`config.mk`:
```
export PLATFORM = sky130hd
export DESIGN_NAME = sict_ram
export DESIGN_NICKNAME = d
export VERILOG_FILES = /design/src/sv/stepped_id_cursor_table_unit_defines.svh /design/src/sv/sict_ram.sv
export SDC_FILE = /design/constraint.sdc
export NUM_CORES = 2
export LEC_CHECK = 0
export ABC_AREA = 0
export BUFFER_PORTS_ARGS = -buffer_cell sky130_fd_sc_hd__buf_2
export CORE_MARGIN = 10
export CORE_UTILIZATION = 64
export DETAILED_ROUTE_END_ITERATION = 8
export PLACE_DENSITY_LB_ADDON = 0.15
export SYNTH_ARGS = -nofsm -noshare
export SYNTH_HDL_FRONTEND = slang
export SYNTH_SLANG_ARGS = --single-unit
```
`constraint.sdc`:
```
create_clock -name clk -period 10 [get_ports clk]
set_clock_uncertainty 0.1 [all_clocks]
set_input_delay 1.5 -clock clk [delete_from_list [all_inputs] [get_ports clk]]
set_output_delay 1.5 -clock clk [all_outputs]
set_load 0.05 [all_outputs]
```
`src/sv/stepped_id_cursor_table_unit_defines.svh`:
```
// Assertion macros for the cursor table unit.
`ifndef STEPPED_ID_CURSOR_TABLE_UNIT_DEFINES_SVH
`define STEPPED_ID_CURSOR_TABLE_UNIT_DEFINES_SVH
`ifndef NO_ASSERTIONS
`define SICT_ASSERT_IMPL(label, clk, rst_n, ante, cons) \
  label: assert property (@(posedge clk) disable iff (!rst_n) (ante) |-> (cons)) \
    else $error("assertion failed");
`define SICT_ASSERT_NEXT(label, clk, rst_n, ante, cons) \
  label: assert property (@(posedge clk) disable iff (!rst_n) (ante) |=> (cons)) \
    else $error("assertion failed");
`else
`define SICT_ASSERT_IMPL(label, clk, rst_n, ante, cons)
`define SICT_ASSERT_NEXT(label, clk, rst_n, ante, cons)
`endif
`endif

```
`src/sv/sict_ram.sv`:
```
module sict_ram #(
  parameter int unsigned WIDTH = 64,
  parameter int unsigned DEPTH = 64
) (
  input  logic                     clk,
  input  logic                     we,
  input  logic [$clog2(DEPTH)-1:0] waddr,
  input  logic [WIDTH-1:0]         wdata,
  input  logic [$clog2(DEPTH)-1:0] raddr,
  output logic [WIDTH-1:0]         rdata
);
  logic [WIDTH-1:0] mem [DEPTH];
  always_ff @(posedge clk) begin
    if (we) begin
      mem[waddr] <= wdata;
    end
    rdata <= mem[raddr];
  end
endmodule

```
Word level (Yosys, flattened, before mapping)
Memories as Yosys holds them, arrays and structs flattened. A register that Yosys moved wholly into a read port is not among the register bits.
Cells that the tools add are included.
- flip-flop bits (word level): 0
- RAM bits: 4096
- input port bits: 78
- output and inout bits: 64
- logic and storage cells: 3
- memories kept: 1
- memories (name ; words ; bits a word ; rd ports ; clocked after memory_dff ; wr ports ; line ; source):
    mem ; 64 ; 64 ; 1 ; 1 ; 1 ; sict_ram.sv:12 ; logic [WIDTH-1:0] mem [DEPTH];
- mux-type cells: 2
- operators with widths (operator ; count):
    $mux W1 ; 2

Depth between registers and ports, before layout
- word-level depth: 2
- gate-level depth with buffers: 9
- depth with buffers taken out: 5

Least setup slack after synthesis
OpenSTA, ideal clock, no wires.
- path type: input-to-reg
- start: input port waddr[3]
- end: memory mem[48][0], enable pin
- setup time: 0.564 ns
- arrival time: 6.372 ns
- required time: 9.336 ns
- path slack: 2.964 ns
- stages: 4
- buffers on the path: 1
- cell sequence: clkbuf_1 nor2b_1 nand4b_1 nor3_1
- RTL lines (item ; line ; source):
    from (decl) ; sict_ram.sv:7 ; input logic [$clog2(DEPTH)-1:0] waddr,
    to (decl) ; sict_ram.sv:12 ;
Straight into the memory's write port.

==> qor.yml <==
synth:
  syn_nets: 6676
  syn_area_um2: 156300
  yosys.area_share.adder: 0
  synth_top_family_by_area: "multiplexers"
  synth_area_leaders: "edfxtp_1, mux4_2, mux2i_1"
  yosys.area.top_type_share: 0.7867
  yosys.area.top_type: "edfxtp_1"
  synth-edff-count: 4096
  yosys.area_share.xor_xnor: 0
  yosys.area_share.simple: 0.01240
  ys_ff_latch: 4160
  async_flop_share: 0
  synth_cells: 6598
  yosys_warnings: 0
  synth_common_cells: "edfxtp_1, mux4_2, buf_2"
  synth.most_common_cell: "edfxtp_1"
  synthFlopType: "edfxtp_1"
  synth_compound_area_frac: 0.02477
  synth_mux_area_frac: 0.1561
  syn_avg_cell_area_um2: 23.70
  synth_cell_types: 33
  seq_area_frac_synth: 0.7949
clock_network:
  cts-hold-fix-buffers: 0
  cts-buffers-inserted: 414
  cts_max_path_buffers: 4
  cts.clk_slew.worst_paths_ps: 60
  cts_tree: "yes"
  cts_sinks: 4160
  postCtsSetupRepairBufs: 0
  post_cts_resized: 0
  htreeDepth: 5
  clockRootBuffer: "clkbuf_16"
  clkLatencyLatePin_ps: 1010
finish:
  layout.nets: 7049
  stdcell_area_um2: 174600
  area_delta_synth_final_pct: 11.69
  drive_gt1_frac: 0.2794
  final_core_util: 0.7180
  nFillCells: 13611
  final_cells: 10515
sta:
  drv_slew: 0
  hold_ws_ps: 733.7
  tightestPinTransition_ps: 1389
  worst_slack_ps: 5591
  setup_violations: 0
  rsz0062_at_grt: "no"
  timing.final.crit_share: 0.4409
  finalSetupTns_ps: 0
  layout_min_cycle_time_ps: 4409
  relSlewSlack: 0.07179
  fmax_mhz: 226.8
  final_hold_viol_count: 0
power_and_ir_drop:
  p_leak_nw: 54.62
  p_int_mw: 28.63
  finalPower_mw: 36.20
  power.net_switching_mw: 7.570
  peakVddDrop_mv: 0.2193
  combPwrFrac: 0.048
  sw_frac_of_total: 0.2091
  power_density_nw_per_um2: 207.3
  pwr-share-seq: 0.536
  clockPowerShare: 0.417
detailed_routing:
  drt_first_iter_violations: 12082
  first_pass_iters: 6
  postRouteAntennaNets: 0
  vias: 76916
  drt_wl_total_mm: 421.3
  drc: 0
  viasPerCell: 7.315
  routedWlPerCell_um: 40.07
hold_path:
  hold_depth: 4
  hp-class: "reg2reg"
  hp-start: "mem[46][18]"
  min_to: "rdata[18]"
worst_setup_path:
  reg2reg_depth: 5
  crit_arrival_ps: 5150
  crit_top_cell: "buf_12"
  worstSetupPathType: "in2reg"
  timing.critical_path.buf_inv: 3
  path_cells: "buf_12, buf_12, buf_4, mux4_2, mux2i_1, o22ai_1, a41oi_1, a211oi_1"
  r2r_slack_ps: 7830
  crit_required_ps: 10740
  regToRegEndpoint: "rdata[26]"
  end_kind: "flip-flop"
  path_max_fanout: 103
  worstReg2RegStart: "mem[13][26]"
  critPathTopFamily: "buffers and inverters"
  start_kind: "primary input"
  critPathLaunch: "raddr[0]"
  critical_path.max_stage_delay_ps: 750
  slowest_stage: "buf_4"
floorplan:
  num_io_pins: 142
  die_y_um: 514.3
  fp.coreArea_um2: 243200
  start_util: 0.6428
  die_area_um2: 264500
  rows: 181
  die_w_um: 514.3
global_route:
  grt_max_degree: 128
  grt_pass1_vias: 76918
  globalRouteTotalUtil: 0.3204
  antenna_found_initial: 36
  grt_first_pass_wirelength_mm: 592.8
  grt-ovfl-total: 0
placement:
  post_dp_cell_area_um2: 161500
  dpl.hpwl_mm: 213.8
  io_buffers: 141
  dp_slack_ps: 4522
  place.gp.congestion: 0.7977
  place_inst: 9757
job:
  drv_cap: 0
status:
  status: "finished, final reports clean"
==> metal layers <==
metal  global-route usage  part of all wire  vias up
met2               0.4857              0.47     5771
li1                     -                 -    29203
met1               0.4613              0.36    41006
met5                    0           0.00020        -
met3              0.08254              0.13      922
met4               0.1186             0.042       14
==> power by group through the flow <==
| stage | combinational, mW | clock, mW | sequential, mW |
|---|---|---|---|
| 2_1_floorplan | 0.899 | 0 | 19.8 |
| 3_3_place_gp | 1.69 | 0 | 19.8 |
| 3_5_place_dp | 1.72 | 0 | 19.8 |
| 4_1_cts | 1.73 | 15.2 | 19.4 |
| 5_1_grt | 1.82 | 15.9 | 19.4 |
| 6_report | 1.73 | 15.1 | 19.4 |
==> layout make-up <==
cell class,instances,area [um2],area share
Multi-Input combinational cell,2049,30780,0.1763
Sequential cell,4160,124300,0.7117
Clock inverter,227,2059,0.01179
Antenna cell,20,50.05,0.0002866
Clock buffer,511,11020,0.06310
Tap cell,3202,4006,0.02294
Inverter,19,71.32,0.0004084
Timing Repair Buffer,327,2362,0.01353
==> worst max-delay path by stage <==
stage	end	slack, ps	cells after the start
finish	rdata[29]	5590	8
global route	rdata[29]	5280	8
CTS	rdata[29]	5580	8
detailed placement	rdata[29]	4520	8
global placement	rdata[27]	4630	8
floorplan	mem[48][0]	2960	4
==> state kept, by name, summed over array words and instances (netlist names) <==
signal,cells
rdata,64
mem,4096
==> cells in the final DEF, fill, tap and decap left out, drive strengths merged, types with 11 or more instances in the layout <==
cell	Yosys	routed
dfxtp	64	64
mux2i	135	135
o221ai	38	38
bufinv	0	37
a211oi	63	63
edfxtp	4096	4096
a2bb2oi	19	19
mux4	1024	1024
clkbuf	140	511
a41oi	26	26
and3	64	64
diode	0	20
buf	230	327
o22ai	83	83
a31oi	18	18
clkinv	0	172
nand2b	11	11
or2	28	28
nand3	45	45
or3	29	29
a22oi	168	168
clkinvlp	0	12
a22o	88	88
nand2	58	58
nor2b	28	28
inv	19	25
nor2	112	112
==> worst register-to-register path, cell delays in order, from the launching register on <==
cell	delay, ps
edfxtp_1	360
mux4_2	480
nor2b_1	150
a211oi_1	610
o22ai_1	190
and3_1	200
==> logic make-up (layout without fill, tap and decap cells) <==
kind of cell	after synthesis	after routing
AO/OA/AOI/OAI	504	504
buffers and inverters	389	1084
flip-flops	4160	4160
multiplexers	1159	1159
other	0	20
AND/OR/NAND/NOR	386	386
(Power assumes the default switching activity.)
